--- src/hdl/rpc_pkg.sv ---
// Shared types, constants and functions for the RGBE pixel codec.
`timescale 1ns / 1ps
`default_nettype none
package rpc_pkg;

  typedef enum logic {
    REQ_DECODE = 1'b0,
    REQ_ENCODE = 1'b1
  } req_t;

  // The significand of 255.999 in single precision, hidden bit included.
  localparam logic [23:0] SCALE_MANT = 24'hFFFFBE;
  // 1e-32 in single precision.
  localparam logic [31:0] TINY_BITS = 32'h0A4FB11F;
  localparam logic [7:0] EXP_MAX = 8'hFF;
  localparam logic [7:0] EXP_OVERFLOW = 8'd254;
  localparam logic [7:0] EXP_OFFSET = 8'd2;
  localparam logic [8:0] SHIFT_BIAS = 9'd15;
  localparam logic [8:0] SHIFT_LIMIT = 9'd48;

  typedef struct packed {
    logic       enc;
    logic       sat;
    logic       zero;
    logic [7:0] ed;
  } rpc_ctl_t;

  // Maps a float bit pattern to a key whose unsigned order follows the float order.
  function automatic logic [31:0] order_key(input logic [31:0] f);
    order_key = f[31] ? ~f : {1'b1, f[30:0]};
  endfunction

  // Builds the exact single for (byte + 0.5) / 256 * 2^(ex - 128).
  function automatic logic [31:0] decode_channel(input logic [7:0] b, input logic [7:0] ex);
    logic [8:0]  m;
    logic [3:0]  p;
    logic [9:0]  be;
    logic [31:0] mw;
    m = {b, 1'b1};
    p = 4'd0;
    for (int i = 1; i < 9; i++) begin
      if (m[i]) p = 4'(i);
    end
    be = 10'(p) + 10'(ex) - 10'd10;
    mw = 32'(m);
    if (!be[9] && be != 10'd0) begin
      decode_channel = {1'b0, be[7:0], 23'((mw << (5'd23 - 5'(p))))};
    end else begin
      decode_channel = mw << (6'(ex) + 6'd12);
    end
  endfunction

endpackage
`default_nettype wire

--- src/hdl/rpc_front.sv ---
// Shared exponent and special case detection across the three colour lanes.
`timescale 1ns / 1ps
`default_nettype none
module rpc_front
  import rpc_pkg::*;
(
  input  wire logic        enc,
  input  wire logic [31:0] red_f,
  input  wire logic [31:0] green_f,
  input  wire logic [31:0] blue_f,
  input  wire logic [7:0]  red_b,
  input  wire logic [7:0]  green_b,
  input  wire logic [7:0]  blue_b,
  input  wire logic [7:0]  exp_b,
  output rpc_ctl_t         ctl
);

  logic [31:0] d_gb;
  logic [31:0] d;
  logic        nonfinite;
  logic        big;

  always_comb begin
    d_gb = (order_key(green_f) > order_key(blue_f)) ? green_f : blue_f;
    d = (order_key(red_f) > order_key(d_gb)) ? red_f : d_gb;
    nonfinite = (red_f[30:23] == EXP_MAX) || (green_f[30:23] == EXP_MAX) ||
                (blue_f[30:23] == EXP_MAX);
    big = !d[31] && (d > TINY_BITS);
    ctl.enc = enc;
    ctl.ed = d[30:23];
    if (enc) begin
      ctl.sat = nonfinite || (big && d[30:23] == EXP_OVERFLOW);
      ctl.zero = !nonfinite && !big;
    end else begin
      ctl.sat = 1'b0;
      ctl.zero = (red_b == 8'd0) && (green_b == 8'd0) && (blue_b == 8'd0) && (exp_b == 8'd0);
    end
  end

endmodule
`default_nettype wire

--- src/hdl/rpc_lane.sv ---
// One colour lane: scaled mantissa product, rounding and decode.
`timescale 1ns / 1ps
`default_nettype none
module rpc_lane
  import rpc_pkg::*;
(
  input  wire logic        clk,
  input  wire logic        en,
  input  wire logic [31:0] fl,
  input  wire logic [7:0]  byte_in,
  input  wire logic [7:0]  ex,
  input  wire logic [7:0]  ed,
  output logic [7:0]       byte_out,
  output logic [31:0]      float_out
);

  logic [47:0] prod_r, prod_nxt;
  logic [8:0]  sh_r, sh_nxt;
  logic        pos_r, pos_nxt;
  logic [31:0] dec_r, dec_nxt;
  logic [7:0]  byte_r, byte_nxt;
  logic [31:0] flo_r;
  logic [23:0] mc;
  logic [7:0]  ecp;
  logic [47:0] shifted;
  logic [32:0] x;
  logic [7:0]  ip;
  logic [24:0] fr;
  logic [25:0] thresh;
  logic        up;

  always_comb begin
    mc = (fl[30:23] == 8'd0) ? {1'b0, fl[22:0]} : {1'b1, fl[22:0]};
    ecp = (fl[30:23] == 8'd0) ? 8'd1 : fl[30:23];
    prod_nxt = 48'(mc) * 48'(SCALE_MANT);
    sh_nxt = 9'(ed) + SHIFT_BIAS - 9'(ecp);
    pos_nxt = !fl[31] && (fl[30:0] != 31'd0);
    dec_nxt = decode_channel(byte_in, ex);
  end

  always_comb begin
    shifted = (sh_r >= SHIFT_LIMIT) ? 48'd0 : (prod_r >> sh_r);
    x = shifted[32:0];
    ip = x[32:25];
    fr = x[24:0];
    thresh = 26'h1FFFFFF;
    for (int i = 0; i < 8; i++) begin
      if (ip[i]) thresh = 26'h2000000 - (26'd1 << (i + 1));
    end
    up = 26'(fr) >= thresh;
    if (!pos_r) begin
      byte_nxt = 8'd0;
    end else if (ip == 8'hFF || !up) begin
      byte_nxt = ip;
    end else begin
      byte_nxt = ip + 8'd1;
    end
  end

  always_ff @(posedge clk) begin
    if (en) begin
      prod_r <= prod_nxt;
      sh_r <= sh_nxt;
      pos_r <= pos_nxt;
      dec_r <= dec_nxt;
      byte_r <= byte_nxt;
      flo_r <= dec_r;
    end
  end

  assign byte_out = byte_r;
  assign float_out = flo_r;

endmodule
`default_nettype wire

--- src/hdl/rgbe_pixel_codec.sv ---
// Top level of the RGBE pixel codec.
// Throughput is one word per cycle; the three stages advance together and stall
// together when the result is not taken.
// Reset, synchronous and active low, clears the stage valid flags only.
`timescale 1ns / 1ps
`default_nettype none
module rgbe_pixel_codec
  import rpc_pkg::*;
(
  input  wire logic        clk,
  input  wire logic        rst_n,
  input  wire logic        in_valid,
  output logic             in_ready,
  input  wire logic        in_req_type,
  input  wire logic [31:0] in_red_float_in,
  input  wire logic [31:0] in_green_float_in,
  input  wire logic [31:0] in_blue_float_in,
  input  wire logic [7:0]  in_red_byte_in,
  input  wire logic [7:0]  in_green_byte_in,
  input  wire logic [7:0]  in_blue_byte_in,
  input  wire logic [7:0]  in_shared_exp_in,
  output logic             out_valid,
  input  wire logic        out_ready,
  output logic [31:0]      out_red_float_out,
  output logic [31:0]      out_green_float_out,
  output logic [31:0]      out_blue_float_out,
  output logic [7:0]       out_red_byte_out,
  output logic [7:0]       out_green_byte_out,
  output logic [7:0]       out_blue_byte_out,
  output logic [7:0]       out_shared_exp_out
);

  logic        en;
  logic [2:0]  v_r, v_nxt;
  rpc_ctl_t    ctl_nxt, ctl1_r, ctl2_r, ctl3_r;
  logic [31:0] rf_r, gf_r, bf_r;
  logic [7:0]  rb_r, gb_r, bb_r, ex_r;
  logic [7:0]  rbo, gbo, bbo;
  logic [31:0] rfo, gfo, bfo;

  assign en = out_ready || !v_r[2];
  assign in_ready = en;
  assign v_nxt = {v_r[1:0], in_valid};

  rpc_front u_front (
    .enc     (in_req_type == REQ_ENCODE),
    .red_f   (in_red_float_in),
    .green_f (in_green_float_in),
    .blue_f  (in_blue_float_in),
    .red_b   (in_red_byte_in),
    .green_b (in_green_byte_in),
    .blue_b  (in_blue_byte_in),
    .exp_b   (in_shared_exp_in),
    .ctl     (ctl_nxt)
  );

  always_ff @(posedge clk) begin
    if (!rst_n) begin
      v_r <= 3'b000;
    end else if (en) begin
      v_r <= v_nxt;
    end
  end

  always_ff @(posedge clk) begin
    if (en) begin
      ctl1_r <= ctl_nxt;
      ctl2_r <= ctl1_r;
      ctl3_r <= ctl2_r;
      rf_r <= in_red_float_in;
      gf_r <= in_green_float_in;
      bf_r <= in_blue_float_in;
      rb_r <= in_red_byte_in;
      gb_r <= in_green_byte_in;
      bb_r <= in_blue_byte_in;
      ex_r <= in_shared_exp_in;
    end
  end

  rpc_lane u_red (
    .clk (clk), .en (en), .fl (rf_r), .byte_in (rb_r), .ex (ex_r), .ed (ctl1_r.ed),
    .byte_out (rbo), .float_out (rfo)
  );

  rpc_lane u_green (
    .clk (clk), .en (en), .fl (gf_r), .byte_in (gb_r), .ex (ex_r), .ed (ctl1_r.ed),
    .byte_out (gbo), .float_out (gfo)
  );

  rpc_lane u_blue (
    .clk (clk), .en (en), .fl (bf_r), .byte_in (bb_r), .ex (ex_r), .ed (ctl1_r.ed),
    .byte_out (bbo), .float_out (bfo)
  );

  // The merge stage picks the result form from the shared control word.
  always_comb begin
    out_red_float_out = 32'd0;
    out_green_float_out = 32'd0;
    out_blue_float_out = 32'd0;
    out_red_byte_out = 8'd0;
    out_green_byte_out = 8'd0;
    out_blue_byte_out = 8'd0;
    out_shared_exp_out = 8'd0;
    if (!ctl3_r.enc) begin
      if (!ctl3_r.zero) begin
        out_red_float_out = rfo;
        out_green_float_out = gfo;
        out_blue_float_out = bfo;
      end
    end else if (ctl3_r.sat) begin
      out_red_byte_out = 8'hFF;
      out_green_byte_out = 8'hFF;
      out_blue_byte_out = 8'hFF;
      out_shared_exp_out = 8'hFF;
    end else if (!ctl3_r.zero) begin
      out_red_byte_out = rbo;
      out_green_byte_out = gbo;
      out_blue_byte_out = bbo;
      out_shared_exp_out = ctl3_r.ed + EXP_OFFSET;
    end
  end

  assign out_valid = v_r[2];

endmodule
`default_nettype wire
--- config.mk ---
export PLATFORM = sky130hd
export DESIGN_NAME = rgbe_pixel_codec
export DESIGN_NICKNAME = d
export VERILOG_FILES = /design/src/hdl/rpc_pkg.sv /design/src/hdl/rpc_front.sv /design/src/hdl/rpc_lane.sv /design/src/hdl/rgbe_pixel_codec.sv
export SDC_FILE = /design/constraint.sdc
export NUM_CORES = 2
export LEC_CHECK = 0
export ABC_AREA = 1
export BUFFER_PORTS_ARGS = -buffer_cell sky130_fd_sc_hd__buf_4
export CAP_MARGIN = 20
export CORE_MARGIN = 3
export CORE_UTILIZATION = 51
export DETAILED_ROUTE_END_ITERATION = 7
export GPL_ROUTABILITY_DRIVEN = 1
export PLACE_DENSITY_LB_ADDON = 0.1
export SYNTH_ARGS = -nofsm -noshare
export SYNTH_HDL_FRONTEND = slang
export SYNTH_SLANG_ARGS = --single-unit
export TNS_END_PERCENT = 1
--- constraint.sdc ---
create_clock -name clk -period 18.9 [get_ports clk]
set_clock_uncertainty 0.05 [all_clocks]
set_input_delay 2.835 -clock clk [delete_from_list [all_inputs] [get_ports clk]]
set_output_delay 2.835 -clock clk [all_outputs]
set_load 0.05 [all_outputs]
-- After elaboration in Yosys (flattened, before gate mapping)
Cells that the tools add are included.
- multipliers: 3
- order comparisons: 9
- muxes and demuxes: 88
- reductions and logical operators: 45
- equal/unequal tests: 7
- bitwise gates (word level): 4
- shift-type cells: 9
- add/sub/neg operators: 18
- operators by type and width (operator ; number):
    32-bit 2-to-1 mux ; 12
    8-bit 2-to-1 mux ; 21
    48-bit by 9-bit >> shifter with 33-bit output ; 3
    24-bit by 23-bit multiplier with 47-bit output (second input constant) ; 3
    32-bit NOT ; 4
    33-bit 2-to-1 mux ; 3
    9-bit by 6-bit << shifter with 32-bit output ; 3
    31-bit 2-to-1 mux ; 3
    31-bit nonzero test ; 3
    25-bit greater-or-equal comparator ; 3
    24-bit 2-to-1 mux ; 3
    9-bit by 5-bit << shifter with 23-bit output ; 3
    32-bit > comparator ; 2
    8-bit == test (second input constant) ; 7
    8-bit logical NOT ; 7
    3-bit 2-to-1 mux ; 15
    32-bit by 28-bit > comparator with 1-bit output (second input constant) ; 1
    10-bit nonzero test ; 3
    10-bit by 4-bit subtractor with 10-bit output (second input constant) ; 3
    4-bit by 8-bit adder with 9-bit output ; 3
    9-bit by 6-bit greater-or-equal comparator with 1-bit output (second input constant) ; 3
    9-bit by 8-bit subtractor with 9-bit output ; 3
    8-bit by 1-bit adder with 8-bit output (second input constant) ; 3
    4-bit 2-to-1 mux ; 6
    other kinds (12) ; 63
- register bits after elaboration: 551
- logic and storage cells: 224

-- Longest topological paths before layout
- depth in word-level cells: 14
- mapped depth: 48
- gate-level depth less buffers: 43

-- Modules after synthesis
A second synthesis with hierarchy kept.
- cell total of the unflattened synthesis: 8496
- area total of the unflattened synthesis: 73051.3 sq um
- by module, submodules not included (module ; cells an instance ; times used ; area an instance (sq um)):
    rpc_lane at u_blue ; 2515 ; 1 ; 21140.3
    rpc_lane at u_red ; 2486 ; 1 ; 20992.6
    rpc_lane at u_green ; 2469 ; 1 ; 20965.1
    rgbe_pixel_codec ; 484 ; 1 ; 6299.8
    rpc_front ; 542 ; 1 ; 3653.5

-- Worst setup path before layout
No wires, ideal clock.
- kind: input to output
- start: input port out_ready
- end: output port in_ready
- stages: 2
- setup slack: 2.257 ns
- arrival: 13.758 ns
- data required time: 16.015 ns
- path through: nor2_1 > inv_1
- longest elaborated chain between the ends: 1
- RTL lines (what ; line ; text):
    from (decl) ; rgbe_pixel_codec.sv:23 ; input wire logic out_ready,
    1-bit logical OR ; rgbe_pixel_codec.sv:41 ; assign en = out_ready || !v_r[2];
    to (decl) ; rgbe_pixel_codec.sv:13 ; output logic in_ready,
Every way passes these cells.

==> run metrics <==
Post-Layout Inst Area=77000 um^2; Crit path required time=19.27 ns; setup violators final=0; hold wc startpoint=ctl2_r[4]; largest net degree at the start of global routing=178; Reg clk slew, reported paths=~0.06 ns; Synth Net Count=9967; CP dominant cell by count=nand2_1; Die X=380 um; Tmin final=about 10 ns; Final Wtd Congestion=0.967; area grow syn2layout=8.14%; final wirelength=207000 um; status=complete, no violations; CP endpoint kind=flop; Synth Cell Area=just over 70000 um^2; Die Y=380 um; IO Count=263; crit path max fanout=42; latest clock arrival within the worst-skew pair=0.69 ns; CTS buffer count=around 70; Starting DRT DRC Count=4193; Final ANT Viol Nets=0; first-pass GRT wire length=322000 um; Critical Path Start=in_blue_float_in[31]; post-synthesis simple-gate area fraction=16.1%; wire per inst=between 20 and 25 um; compound-cell area share of the yosys netlist=roughly 8.7%; area post-placement=74700 um^2; HP Class=flop to flop; WP data arrival=10.43 ns; CTS tree=built; remaining global-route overflow=0; vias per std cell=5.32; Synth Area in Adders=between 30% and 40%; Die ar.=about 140000 um^2; ys flop type=edfxtp_1; vias in the first global route=approximately 55k; Post-synth EDFFs=548; Initial Util=between 50% and 60%; Max Fclk=0.0994 GHz; Rows=136; Worst Tran Pin Value=just over 1 ns; post-synth cell types=68; final net count=just over 10k; # hold bufs at CTS=0; Largest regs=u_blue.prod_r x47, u_green.prod_r x47, u_red.prod_r x47; DR vias=between 50k and 60k; Synth Area in XOR/XNOR=3.90%; Finished Layout Cells=10.3k; initial antenna violation count=17; CTS H-Tree Depth=3; final number of max-transition violations=0; Cells after Synth=a little over 8k; flops & latches, synth=551; core box area=138000 um^2; CTS Sinks=551; RSZ-0062 raised after global routing=no; layout cell share with drive strength beyond 1=under 10%; final hold vios=0; Root Buffer=clkbuf_16; fillers=12.9k; Inst Count DP=~10k; max_slew headroom=about a third; drt first pass iters=6; post-synthesis mux area share=0.394%; Reg area=~17000 um^2; post-synthesis area per instance=8.65 um^2; Setup TNS=0 ns; sequential share of the synthesized area=23.2%; Synth warnings=0; Period Utilization, post-route=a little over half; residual DRC count=0; CP Class=input port to flop; DP HPWL=177000 um; IO buf count=262; setup bufs post-CTS=0; CP max stage delay=0.59 ns; CP max stage cell=nand2_2; clock tree buffer depth=3; max-cap violation count=0; PostCTS Resize Cnt=0; asr flop ratio synth=0%; Critical R2R Launch=bf_r[30]; GRT Total Usage=28.8%; largest family of logic cells by synthesized area=adder cells; multi-input logic area=around 47000 um^2; Startpoint Class=input port
==> final timing paths <==
kind              slack [ns]                end  cells after the start
setup / recovery        8.84          ctl1_r[8]                     32
hold / removal          0.36          ctl3_r[4]                      0
setup reg to reg       11.30  u_blue.prod_r[46]                     24
hold reg to reg         0.36          ctl3_r[4]                      0
==> cells by family after synthesis <==
| logic type | after synthesis |
|---|---|
| multiplexers | 28 |
| XOR/XNOR | 317 |
| flip-flops | 551 |
| adder cells (fa/ha/maj) | 1597 |
| AND/OR/NAND/NOR | 2764 |
| AO/OA/AOI/OAI | 1114 |
| buffers and inverters | 1866 |
==> layout by cell type (no fill, tap or decap), types with 6 or more instances in the layout <==
master	count
a211oi_1	14
a21boi_1	6
a21o_1	7
a21oi_1	346
a221oi_1	11
a31oi_1	33
buf_4	301
clkbuf_1	10
clkbuf_16	68
clkinv_1	16
clkinv_2	9
clkinvlp_4	8
diode_2	8
edfxtp_1	548
fa_1	912
ha_1	685
inv_1	1600
inv_2	18
mux2i_1	28
nand2_1	1616
nand2_2	12
nand3_1	394
nand3b_1	21
nand4_1	54
nor2_1	550
nor3_1	35
nor4_1	24
o211ai_1	33
o21a_1	27
o21ai_0	414
o21ai_1	119
o21ai_2	13
o21bai_1	12
o221ai_1	10
o22ai_1	31
o31ai_1	8
or2_1	11
or2_2	16
xnor2_1	113
xor2_1	204
==> critical path, delay by kind of cell <==
| kind | cells | cell delay [ns] |
|---|---|---|
| xor+xnor | 2 | 0.52 |
| simple gates | 23 | 4.65 |
| fa+ha+maj | 2 | 0.68 |
| buf+inv | 2 | 0.95 |
| compound gates | 3 | 0.67 |
==> per-layer routing <==
metal	vias up	global-route usage (%)	part of all wire [%]
met5	-	0	0.046
met4	14	6.29	2.2
met3	222	4.84	6.8
met2	1560	44.6	44
met1	26500	42.6	47
li1	26500	-	-
==> synthesized netlist by cell type, types with 10 or more instances <==
master    number  area, um^2
o21a_1        27         203
nand2_1     1617        6070
a21oi_1      346        1730
buf_2         60         300
xor2_1       204        1790
nand4_1       54         338
o211ai_1      33         248
or2_1         11        68.8
or2_2         16         100
buf_6         12         135
inv_2         19        71.3
nand2_2       11        68.8
a221oi_1      11        96.3
ha_1         685        8570
a211oi_1      14         105
o21ai_1      119         596
mux2i_1       28         280
fa_1         912       18300
a31oi_1       33         206
nor4_1        24         150
o21ai_2       13         114
nand3_1      394        1970
nand3b_1      21         158
o221ai_1      10        87.6
buf_1         35         131
o21ai_0      414        2070
edfxtp_1     548       16500
o21bai_1      12        90.1
nor3_1        35         175
nor2_1       550        2060
inv_1       1601        6010
clkbuf_1     124         465
o22ai_1       31         194
xnor2_1      113         990
==> cell type report <==
type | count | share of cell area [%]
inverters | 1627 | 7.94
flip-flops and latches | 551 | 21.4
diodes | 8 | 0.0260
repair buffers | 303 | 2.99
multi-input cells | 5820 | 61.7
clock buffers | 79 | 2.28
well taps | 1863 | 3.03
clock inverters | 41 | 0.624
==> through the flow <==
stage	hold slack, ns	worst slack (ns)	util (%)
2_1_floorplan	0.350	2.26	-
3_3_place_gp	0.351	8.43	54.2
3_5_place_dp	0.355	8.32	54.2
4_1_cts	0.360	9.01	55.8
5_1_grt	0.371	8.17	55.8
6_report	0.362	8.84	55.8
Power is not shown: default switching activity piles up to over one toggle a cycle in this logic, so the estimate is an artifact.
